## config.mk

```make
export PLATFORM = sky130hd
export DESIGN_NAME = tile_transpose_with_scatter_address_top
export DESIGN_NICKNAME = d
export VERILOG_FILES = /design/src/rtl/core/ttsa_pkg.sv /design/src/rtl/core/tile_transpose_with_scatter_address_top.sv /design/src/rtl/core/ttsa_tile_buf.sv
export SDC_FILE = /design/constraint.sdc
export NUM_CORES = 1
export LEC_CHECK = 0
export BUFFER_PORTS_ARGS = -buffer_cell sky130_fd_sc_hd__buf_2
export CAP_MARGIN = 20
export CORE_MARGIN = 2
export CORE_UTILIZATION = 41
export CTS_CLUSTER_SIZE = 25
export DETAILED_ROUTE_END_ITERATION = 8
export GPL_TIMING_DRIVEN = 0
export MAX_ROUTING_LAYER = met4
export SYNTH_ARGS = -nofsm -noshare
export SYNTH_HDL_FRONTEND = slang
export SYNTH_HIERARCHICAL = 1
export SYNTH_SLANG_ARGS = --single-unit
```

## constraint.sdc

```tcl
create_clock -name clk_i -period 12.76 [get_ports clk_i]
set_input_delay 1.276 -clock clk_i [delete_from_list [all_inputs] [get_ports clk_i]]
set_output_delay 1.276 -clock clk_i [all_outputs]
set_load 0.01 [all_outputs]
```

## src/rtl/core/ttsa_pkg.sv

```systemverilog
package ttsa_pkg;

  localparam int unsigned WordW   = 64;
  localparam int unsigned AddrW   = 18;
  localparam int unsigned CfgW    = 9;
  localparam int unsigned CfgIdxW = 2;
  localparam int unsigned CountW  = 8;

  localparam logic [CfgW-1:0] CountMax = 9'd256;

  localparam logic [CfgIdxW-1:0] RegTilesAcross = 2'd0;
  localparam logic [CfgIdxW-1:0] RegTilesDown   = 2'd1;

endpackage

```

## src/rtl/core/tile_transpose_with_scatter_address_top.sv

```systemverilog
// Channel   Direction  Handshake             Payload
// in        input      in_valid_i/in_stall_o  row_word_i
// out       output     out_valid_o/out_stall_i column_word_o, dest_address_o, tile_end_o
// cfg       input      cfg_we_i               cfg_index_i, cfg_data_i
//
// One row transfer per cycle in, one column transfer per cycle out, unless stalled.
// Two tile buffers alternate: one fills while the other drains.
// The last row sets full_q; the first column read is then registered to the outputs.
// in_stall_o rises only when both tile buffers hold undrained tiles.
// Reset clears counters and buffer flags; no clearing pass is needed.
module tile_transpose_with_scatter_address_top #(
  parameter int unsigned ELEMS     = 4,
  parameter int unsigned ELEM_BITS = 16
) (
  input  logic                            clk_i,
  input  logic                            rst_ni,
  input  logic                            cfg_we_i,
  input  logic [ttsa_pkg::CfgIdxW-1:0]    cfg_index_i,
  input  logic [ttsa_pkg::CfgW-1:0]       cfg_data_i,
  input  logic                            in_valid_i,
  output logic                            in_stall_o,
  input  logic [ttsa_pkg::WordW-1:0]      row_word_i,
  output logic                            out_valid_o,
  input  logic                            out_stall_i,
  output logic [ttsa_pkg::WordW-1:0]      column_word_o,
  output logic [ttsa_pkg::AddrW-1:0]      dest_address_o,
  output logic                            tile_end_o
);

  localparam int unsigned RW = $clog2(ELEMS);
  localparam int unsigned AW = ttsa_pkg::AddrW;
  localparam int unsigned CW = ttsa_pkg::CfgW;
  localparam int unsigned NW = ttsa_pkg::CountW;

  function automatic logic [CW-1:0] eff_count(input logic [CW-1:0] v);
    logic [CW-1:0] r;
    r = v;
    if (v == '0) begin
      r = CW'(1);
    end else if (v > ttsa_pkg::CountMax) begin
      r = ttsa_pkg::CountMax;
    end
    return r;
  endfunction

  logic [CW-1:0] across_q, down_q;
  logic [AW-1:0] span_q;
  logic [CW-1:0] cfg_eff;

  logic [RW-1:0] row_q;
  logic          wr_bank_q;
  logic [1:0]    full_q, full_d;
  logic [NW-1:0] ty_q, tz_q;
  logic [AW-1:0] base_q [2];
  logic [CW-1:0] step_q [2];
  logic [AW-1:0] base_d;

  logic          rd_bank_q;
  logic [RW-1:0] col_q;
  logic [AW-1:0] acc_q, addr_cur;
  logic          out_valid_q, out_end_q;
  logic [AW-1:0] out_addr_q;

  logic in_xfer, last_row, rd_issue, last_col;

  assign cfg_eff = eff_count(cfg_data_i);

  always_ff @(posedge clk_i or negedge rst_ni) begin
    if (!rst_ni) begin
      across_q <= CW'(1);
      down_q   <= CW'(1);
      span_q   <= AW'(ELEMS);
    end else if (cfg_we_i) begin
      unique case (cfg_index_i)
        ttsa_pkg::RegTilesAcross: begin
          across_q <= cfg_eff;
          span_q   <= AW'(cfg_eff) * AW'(ELEMS);
        end
        ttsa_pkg::RegTilesDown: down_q <= cfg_eff;
        default: ;
      endcase
    end
  end

  assign in_stall_o = full_q[wr_bank_q];
  assign in_xfer    = in_valid_i & ~in_stall_o;
  assign last_row   = (row_q == RW'(ELEMS - 1));
  assign base_d     = AW'(tz_q) * span_q + AW'(ty_q);

  assign rd_issue = full_q[rd_bank_q] & (~out_valid_q | ~out_stall_i);
  assign last_col = (col_q == RW'(ELEMS - 1));
  assign addr_cur = (col_q == '0) ? base_q[rd_bank_q] : acc_q;

  always_comb begin
    full_d = full_q;
    if (in_xfer && last_row) begin
      full_d[wr_bank_q] = 1'b1;
    end
    if (rd_issue && last_col) begin
      full_d[rd_bank_q] = 1'b0;
    end
  end

  always_ff @(posedge clk_i or negedge rst_ni) begin
    if (!rst_ni) begin
      row_q     <= '0;
      wr_bank_q <= 1'b0;
      full_q    <= '0;
      ty_q      <= '0;
      tz_q      <= '0;
    end else begin
      full_q <= full_d;
      if (in_xfer) begin
        if (last_row) begin
          row_q     <= '0;
          wr_bank_q <= ~wr_bank_q;
          if ({1'b0, ty_q} + CW'(1) >= across_q) begin
            ty_q <= '0;
            if ({1'b0, tz_q} + CW'(1) >= down_q) begin
              tz_q <= '0;
            end else begin
              tz_q <= tz_q + NW'(1);
            end
          end else begin
            ty_q <= ty_q + NW'(1);
          end
        end else begin
          row_q <= row_q + RW'(1);
        end
      end
    end
  end

  always_ff @(posedge clk_i) begin
    if (in_xfer && last_row) begin
      base_q[wr_bank_q] <= base_d;
      step_q[wr_bank_q] <= across_q;
    end
  end

  always_ff @(posedge clk_i or negedge rst_ni) begin
    if (!rst_ni) begin
      rd_bank_q   <= 1'b0;
      col_q       <= '0;
      out_valid_q <= 1'b0;
    end else begin
      if (rd_issue) begin
        out_valid_q <= 1'b1;
        if (last_col) begin
          col_q     <= '0;
          rd_bank_q <= ~rd_bank_q;
        end else begin
          col_q <= col_q + RW'(1);
        end
      end else if (!out_stall_i) begin
        out_valid_q <= 1'b0;
      end
    end
  end

  always_ff @(posedge clk_i) begin
    if (rd_issue) begin
      out_addr_q <= addr_cur;
      out_end_q  <= last_col;
      acc_q      <= addr_cur + AW'(step_q[rd_bank_q]);
    end
  end

  ttsa_tile_buf #(
    .ELEMS     (ELEMS),
    .ELEM_BITS (ELEM_BITS)
  ) u_buf (
    .clk_i     (clk_i),
    .wr_en_i   (in_xfer),
    .wr_bank_i (wr_bank_q),
    .wr_row_i  (row_q),
    .wr_word_i (row_word_i),
    .rd_en_i   (rd_issue),
    .rd_bank_i (rd_bank_q),
    .rd_col_i  (col_q),
    .rd_word_o (column_word_o)
  );

  assign out_valid_o    = out_valid_q;
  assign dest_address_o = out_addr_q;
  assign tile_end_o     = out_end_q;

`ifndef SYNTH
  a_both_full_banks_meet: assert property (@(posedge clk_i) disable iff (!rst_ni)
    (full_q == 2'b11) |-> (wr_bank_q == rd_bank_q))
    else $error("both buffers full with write and read banks apart");

  a_drain_from_full: assert property (@(posedge clk_i) disable iff (!rst_ni)
    (col_q != '0) |-> full_q[rd_bank_q])
    else $error("column drain in progress on a buffer not marked full");

  a_fill_not_full: assert property (@(posedge clk_i) disable iff (!rst_ni)
    (row_q != '0) |-> !full_q[wr_bank_q])
    else $error("partial tile fill on a buffer marked full");

  a_last_col_end: assert property (@(posedge clk_i) disable iff (!rst_ni)
    (rd_issue && last_col) |=> (out_valid_o && tile_end_o))
    else $error("last column read without tile end on output");
`endif

endmodule

```

## src/rtl/core/ttsa_tile_buf.sv

```systemverilog
module ttsa_tile_buf #(
  parameter int unsigned ELEMS     = 4,
  parameter int unsigned ELEM_BITS = 16
) (
  input  logic                           clk_i,
  input  logic                           wr_en_i,
  input  logic                           wr_bank_i,
  input  logic [$clog2(ELEMS)-1:0]       wr_row_i,
  input  logic [ttsa_pkg::WordW-1:0]     wr_word_i,
  input  logic                           rd_en_i,
  input  logic                           rd_bank_i,
  input  logic [$clog2(ELEMS)-1:0]       rd_col_i,
  output logic [ttsa_pkg::WordW-1:0]     rd_word_o
);

  localparam int unsigned RW    = $clog2(ELEMS);
  localparam int unsigned Depth = 2 * ELEMS;
  localparam int unsigned AW    = $clog2(Depth);

  logic [ELEM_BITS-1:0] mem_q [ELEMS][Depth];
  logic [ELEM_BITS-1:0] rd_data_q [ELEMS];
  logic [RW-1:0]        rd_col_q;

  logic [ELEMS-1:0][AW-1:0]        wr_addr;
  logic [ELEMS-1:0][ELEM_BITS-1:0] wr_data;
  logic [AW-1:0]                   rd_addr;

  // lane l of row r holds element (l - r) mod ELEMS at that element's column slot
  always_comb begin
    logic [RW:0]   sum;
    logic [RW-1:0] j;
    for (int l = 0; l < ELEMS; l++) begin
      sum = (RW+1)'(l) + (RW+1)'(ELEMS) - {1'b0, wr_row_i};
      if (sum >= (RW+1)'(ELEMS)) begin
        sum = sum - (RW+1)'(ELEMS);
      end
      j = sum[RW-1:0];
      wr_addr[l] = wr_bank_i ? AW'(ELEMS) + AW'(j) : AW'(j);
      wr_data[l] = wr_word_i[int'(j)*ELEM_BITS +: ELEM_BITS];
    end
  end

  assign rd_addr = rd_bank_i ? AW'(ELEMS) + AW'(rd_col_i) : AW'(rd_col_i);

  for (genvar l = 0; l < ELEMS; l++) begin : g_lane
    always_ff @(posedge clk_i) begin
      if (wr_en_i) begin
        mem_q[l][wr_addr[l]] <= wr_data[l];
      end
      if (rd_en_i) begin
        rd_data_q[l] <= mem_q[l][rd_addr];
      end
    end
  end

  always_ff @(posedge clk_i) begin
    if (rd_en_i) begin
      rd_col_q <= rd_col_i;
    end
  end

  // row r of the column sits in lane (col + r) mod ELEMS
  always_comb begin
    logic [RW:0] lane;
    rd_word_o = '0;
    for (int r = 0; r < ELEMS; r++) begin
      lane = {1'b0, rd_col_q} + (RW+1)'(r);
      if (lane >= (RW+1)'(ELEMS)) begin
        lane = lane - (RW+1)'(ELEMS);
      end
      rd_word_o[r*ELEM_BITS +: ELEM_BITS] = rd_data_q[lane[RW-1:0]];
    end
  end

endmodule
```

==> results.sh, run 1 <==
export IMPL_fmax_mhz=175.9
export IMPL_crit_type="reg2reg"
export IMPL_hpwl_mm=59.93
export IMPL_hp_class="reg2reg"
export IMPL_final_area_um2=38610
export IMPL_grt_pass1_wl_mm=121.0
export IMPL_ctsResizeCount=0
export IMPL_final_core_util=0.4793
export IMPL_yosys_register_bits=714
export IMPL_power_mw=9.814
export IMPL_cellLeakagePower_nw=13.47
export IMPL_status="finished, final reports clean"
export IMPL_grt_max_degree=44
export IMPL_synth_async_reset_ratio=0.06022
export IMPL_ys_types=60
export IMPL_setup_viol=0
export IMPL_die_area_um2=83630
export IMPL_cts_setup_buffers=0
export IMPL_clock_sinks=714
export IMPL_crit_fanout=9
export IMPL_power_per_cell_area_nw_per_um2=254.2
export IMPL_clk_pin_slew_ps=60
export IMPL_synth_main_ff_cell="edfxtp_1"
export IMPL_dpl_cell_area_um2=36170
export IMPL_drtAntennaViolNets=0
export IMPL_firstDrtPassIters=5
export IMPL_tightest_slew_ps=966.2
export IMPL_vias=18320
export IMPL_drc=0
export IMPL_cpMaxStageDelayCell="fa_1"
export IMPL_crit_path_start_kind="flip-flop"
export IMPL_peakVddDrop_uv=119.2
export IMPL_rsz0062_at_grt="false"
export IMPL_place_gp_congestion=0.8792
export IMPL_fin_setup_tns_ps=0
export IMPL_first_global_vias=18520
export IMPL_rrSetupSlack_ps=7080
export IMPL_crit_required_ps=13110
export IMPL_die_y_um=289.2
export IMPL_cts_max_path_buffers=3
export IMPL_cts_buffers=74
export IMPL_antenna_found_initial=8
export IMPL_grtUsageTotal=0.2061
export IMPL_mostFrequentLayoutCell="edfxtp_1"
export IMPL_drt_iter0_drc=1633
export IMPL_grt_ovfl_total=0
export IMPL_start_util=0.4140
export IMPL_coreArea_um2=80550
export IMPL_finalCritPeriodShare=0.4455
export IMPL_final_cell_mix="edfxtp_1, mux4_2, buf_2"
export IMPL_avgViaCountPerCell=5.668
export IMPL_die_w_um=289.2
export IMPL_syn_nets=2030
export IMPL_path_cells="clkbuf_1 > inv_1 > nor2_1 > fa_1 > fa_1 > fa_1 > inv_1 > fa_1 > inv_1 > ha_1 > and3_1 > a221oi_2 > o21ai_1 > a21o_1 > a21oi_1 > xnor2_1 > nor4b_4 > xnor2_1"
export IMPL_syn_inst=1834
export IMPL_routedWlPerCell_um=25.37
export IMPL_hold_viol_final=0
export IMPL_yosysWarnings=6
export IMPL_cp_end_kind="flip-flop"
export IMPL_slew_headroom=0.3544
export IMPL_wl_mm=82.00
export IMPL_max_cap_viol_count=0
export IMPL_num_io_pins=165
export IMPL_synth_edff_count=669
export IMPL_syn2layout_area_growth_pct=15.78
export IMPL_cts_root_buf="clkbuf_16"
export IMPL_avgSynthCellArea_um2=18.18
export IMPL_slowest_delay_ps=550
export IMPL_syn_cell_area_um2=33340
export IMPL_crit_arrival_ps=6040
export IMPL_layout_drive_gt1_share=0.3292
export IMPL_period_needed_ps=5685
export IMPL_htree_levels=3
export IMPL_clk_latency_ps=630
export IMPL_port_buffers=164
export IMPL_postCtsHoldBufs=0
export IMPL_slew_viol_final=0
export IMPL_fill_cells=6752
export IMPL_clock_skew_ps=24.87
export IMPL_row_count=104
export IMPL_ys_seq_area_frac=0.6360
export IMPL_cpMostUsedCell="fa_1"
export IMPL_final_nets=2304
export IMPL_cts_tree="yes"
-- routing by layer --
layer  vias to the layer above  GRT usage  part of all wire
met5                         -          -                 0
li1                       7819          -                 -
met2                       694     0.3434              0.51
met3                        89    0.03087             0.066
met1                      9716     0.2664              0.41
met4                         0    0.05219             0.019
-- worst max-delay path: cells and delay by family, from the launching register on --
family	cells	cell delay, ps
adders and majority gates	5	2460
AOI/OAI and AO/OA	4	970
buffers and inverters	4	670
and+or+nand+nor	3	650
xor gates and xnor gates	2	340
DFF	1	320
-- stage by stage --
stage          cells  setup WS (ps)  hold WS [ps]
2_1_floorplan   1834           5161         440.2
3_3_place_gp    3058           2719         471.0
3_5_place_dp    3091           7034         471.3
4_1_cts         3225           6995         484.0
5_1_grt         3229           6689         513.1
6_report        3232           7075         478.7
-- cell usage after synthesis (3+ instances only) --
cell type,count,area [um^2]
a211oi_1,3,22.52
a21o_1,9,67.56
a21oi_1,43,215.2
a31o_2,3,26.28
and2_1,58,362.9
and3_1,6,37.54
buf_1,14,52.55
buf_2,34,170.2
buf_6,11,123.9
clkbuf_1,32,120.1
dfrtp_1,41,1026
edfxtp_1,669,20090
fa_1,43,860.8
ha_1,73,913.4
inv_1,104,390.4
mux2_2,78,878.3
mux2i_1,22,220.2
mux4_2,256,5766
nand2_1,74,277.8
nand2b_1,15,93.84
nand3_1,16,80.08
nand4_1,5,31.28
nor2_1,62,232.7
nor2b_1,6,37.54
nor3_1,7,35.03
o211ai_1,4,30.03
o21a_1,7,52.55
o21ai_0,37,185.2
o21ai_1,9,45.04
o21bai_1,3,22.52
o31ai_1,4,30.03
xnor2_1,40,350.3
xor2_1,13,113.9
-- where the power goes --
| group | leakage (nW) | total (mW) | internal, mW | switching, mW |
|---|---|---|---|---|
| sequential | 6.67 | 3.74 | 3.47 | 0.273 |
| combinational | 5.65 | 3.93 | 1.67 | 2.26 |
| clock | 1.16 | 2.14 | 1.24 | 0.899 |
| total | 13.5 | 9.81 | 6.38 | 3.43 |
-- layout make-up --
| cell class | count | area (um^2) | area share |
|---|---|---|---|
| Sequential cell | 714 | 21210 | 0.5493 |
| Tap cell | 1060 | 1326 | 0.03435 |
| Clock buffer | 96 | 1964 | 0.05088 |
| Inverter | 104 | 390.4 | 0.01011 |
| Antenna cell | 6 | 15.01 | 0.0003889 |
| Clock inverter | 38 | 441.7 | 0.01144 |
| Timing Repair Buffer | 198 | 1389 | 0.03597 |
| Multi-Input combinational cell | 922 | 11380 | 0.2949 |
| Buffer | 94 | 489.2 | 0.01267 |
-- flip-flops by register name, summed over array words and instances (netlist names), 8 cells and up, named ones only --
name and flops:
acc_q 18, base_q 36, dest_address_o 18, down_q 9, span_q 9, step_q 18, ty_q 8, tz_q 8
u_buf/mem_q 512, u_buf/rd_data_q 64
-- cells by family (layout without fill, tap and decap cells) --
| group | count (synthesis) | count (layout) | synth area share |
|---|---|---|---|
| AO/OA/AOI/OAI | 135 | 135 | 0.02484 |
| multiplexers | 356 | 356 | 0.2059 |
| adder cells (fa/ha/maj) | 116 | 116 | 0.05321 |
| flip-flops | 714 | 714 | 0.6360 |
| XOR/XNOR | 54 | 54 | 0.01475 |
| buffers and inverters | 198 | 530 | 0.02638 |
| AND/OR/NAND/NOR | 261 | 261 | 0.03895 |
| other | 0 | 6 | 0 |
-- path summary, 6_finish.rpt --
check | from | end | cells past startpoint
max | tz_q[6]$_DFFE_PN0P_ | base_q[0][17]$_DFFE_PP_ | 18
min | down_q[5]$_DFFE_PN0P_ | down_q[5]$_DFFE_PN0P_ | 2
max reg2reg | tz_q[6]$_DFFE_PN0P_ | base_q[0][17]$_DFFE_PP_ | 18
min reg2reg | down_q[5]$_DFFE_PN0P_ | down_q[5]$_DFFE_PN0P_ | 2
max in group asynchronous | rst_ni | down_q[0]$_DFFE_PN1P_ | 2
min in group asynchronous | rst_ni | tz_q[6]$_DFFE_PN0P_ | 1
Note: power is estimated with default switching activity, not from simulation.
==> inputs of run 2 (changes only) <==
Clock period 12.76 ns to 5.2 ns, I/O delays scaled along.
==> results.sh, run 2 (same netlist as run 1, synthesis figures left out) <==
export IMPL_layout_drive_gt1_share=0.3585
export IMPL_largest_reg_flops=512
export IMPL_syn2layout_area_growth_pct=16.93
export IMPL_slew_viol_final=0
export IMPL_crit_path_start_kind="flip-flop"
export IMPL_finalCritPeriodShare=0.9755
export IMPL_final_nets=2335
export IMPL_port_buffers=164
export IMPL_cts_root_buf="clkbuf_16"
export IMPL_fin_setup_tns_ps=0
export IMPL_final_cell_mix="edfxtp_1, mux4_2, buf_2"
export IMPL_drt_iter0_drc=1586
export IMPL_die_area_um2=83630
export IMPL_num_io_pins=165
export IMPL_power_per_cell_area_nw_per_um2=618.0
export IMPL_hold_viol_final=0
export IMPL_cts_max_path_buffers=3
export IMPL_power_mw=24.10
export IMPL_grt_ovfl_total=0
export IMPL_drc=0
export IMPL_dpl_cell_area_um2=36170
export IMPL_firstDrtPassIters=8
export IMPL_crit_required_ps=5650
export IMPL_rsz0062_at_grt="true"
export IMPL_crit_type="reg2reg"
export IMPL_fmax_mhz=197.1
export IMPL_clk_pin_slew_ps=60
export IMPL_cellLeakagePower_nw=13.67
export IMPL_tightest_slew_ps=983.5
export IMPL_final_core_util=0.4840
export IMPL_grt_max_degree=44
export IMPL_avgViaCountPerCell=5.604
export IMPL_clk_latency_ps=630
export IMPL_status="finished, final reports clean"
export IMPL_die_y_um=289.2
export IMPL_hpwl_mm=60.03
export IMPL_grt_pass1_wl_mm=122.6
export IMPL_fill_cells=6651
export IMPL_cts_buffers=74
export IMPL_routedWlPerCell_um=25.33
export IMPL_grtUsageTotal=0.2080
export IMPL_final_area_um2=38990
export IMPL_htree_levels=3
export IMPL_antenna_found_initial=3
export IMPL_row_count=104
export IMPL_cts_tree="yes"
export IMPL_drtAntennaViolNets=0
export IMPL_peakVddDrop_uv=281.2
export IMPL_vias=18270
export IMPL_slew_headroom=0.3444
export IMPL_coreArea_um2=80550
export IMPL_holdWs_ps=172.9
export IMPL_period_needed_ps=5072
export IMPL_crit_arrival_ps=5520
export IMPL_wl_mm=82.57
export IMPL_die_w_um=289.2
export IMPL_max_cap_viol_count=0
export IMPL_start_util=0.4140
export IMPL_place_gp_congestion=0.8609
export IMPL_hp_class="in2reg"
export IMPL_crit_fanout=3
export IMPL_setup_viol=0
export IMPL_first_global_vias=18710
export IMPL_clock_skew_ps=24.42
export IMPL_cp_end_kind="flip-flop"
export IMPL_mostFrequentLayoutCell="edfxtp_1"
export IMPL_clock_sinks=714
## run 2: changes by cell type in the layout (fill, tap and decap cells not counted), sizes merged
cell	delta
buf	+37
clkinv	+7
dlygate4sd3	+1
inv	+2
diode	-4
clkbuf	-13
bufinv	-2
## run 2: power breakdown
part / total, mW / leakage (nW) / switching [mW] / internal [mW]
clock: 5.16 / 1.16 / 2.22 / 2.94
sequential: 9.19 / 6.65 / 0.670 / 8.51
combinational: 9.75 / 5.87 / 5.56 / 4.19
total: 24.1 / 13.7 / 8.45 / 15.6
## run 2: through the flow
| stage | instances | worst slack [ps] |
|---|---|---|
| 4_1_cts | 3250 | 8.021 |
| 6_report | 3260 | 127.5 |
| 5_1_grt | 3259 | -28.32 |
| 3_3_place_gp | 3058 | -1513 |
| 2_1_floorplan | 1834 | 122.3 |
| 3_5_place_dp | 3092 | -450.1 |
## run 2: area by class of cell
class | instances | area (um^2) | share of cell area
antenna | 2 | 5.005 | 0.0001284
buffer | 86 | 470.5 | 0.01207
clock buffer | 90 | 1943 | 0.04984
clock inverter | 45 | 421.7 | 0.01081
inverter | 104 | 390.4 | 0.01001
multi-input combinational | 922 | 11510 | 0.2953
sequential | 714 | 21220 | 0.5443
tap | 1060 | 1326 | 0.03402
timing repair buffer | 237 | 1698 | 0.04355
## run 2: what timing repair did
item	CTS	global route
endpoints found under the setup margin	12	14
hold endpoints to repair	0	18
hold buffers	0	1
cloned	0	0
pin swaps	7	13
setup buffers	28	9
resized for setup	25	20
## run 2: routing by layer
| metal | wire length, um | part of all wire | up-vias | GRT usage |
|---|---|---|---|---|
| met5 | 0 | 0 | - | - |
| met1 | 34440 | 0.42 | 9608 | 0.2775 |
| met2 | 41120 | 0.50 | 685 | 0.3405 |
| met4 | 1509 | 0.018 | 0 | 0.05013 |
| li1 | - | - | 7883 | - |
| met3 | 5509 | 0.067 | 92 | 0.02803 |
## run 2: worst max-delay path: stages, from the launching register on
cell,delay (ps)
dfrtp_1,400
buf_4,150
and2_1,160
fa_1,530
fa_1,460
fa_1,540
inv_1,50
fa_1,530
inv_1,60
ha_4,210
and3_4,180
a221oi_4,370
xnor2_2,170
nand4_1,220
buf_4,200
buf_4,120
buf_4,120
buf_4,120
o21a_1,190
nor2_2,120
## run 2: path summary, 6_finish.rpt
kind | slack (ps) | endpoint | cells past startpoint | start
max in group asynchronous | 4230 | tz_q[6]$_DFFE_PN0P_ | 3 | rst_ni
min in group asynchronous | 420 | span_q[10]$_DFFE_PN0P_ | 2 | rst_ni
min | 170 | out_valid_o$_DFFE_PN0P_ | 3 | out_stall_i
min reg2reg | 480 | down_q[1]$_DFFE_PN0P_ | 2 | down_q[1]$_DFFE_PN0P_
max reg2reg | 130 | base_q[1][12]$_DFFE_PP_ | 19 | tz_q[5]$_DFFE_PN0P_
max | 130 | base_q[1][12]$_DFFE_PP_ | 19 | tz_q[5]$_DFFE_PN0P_
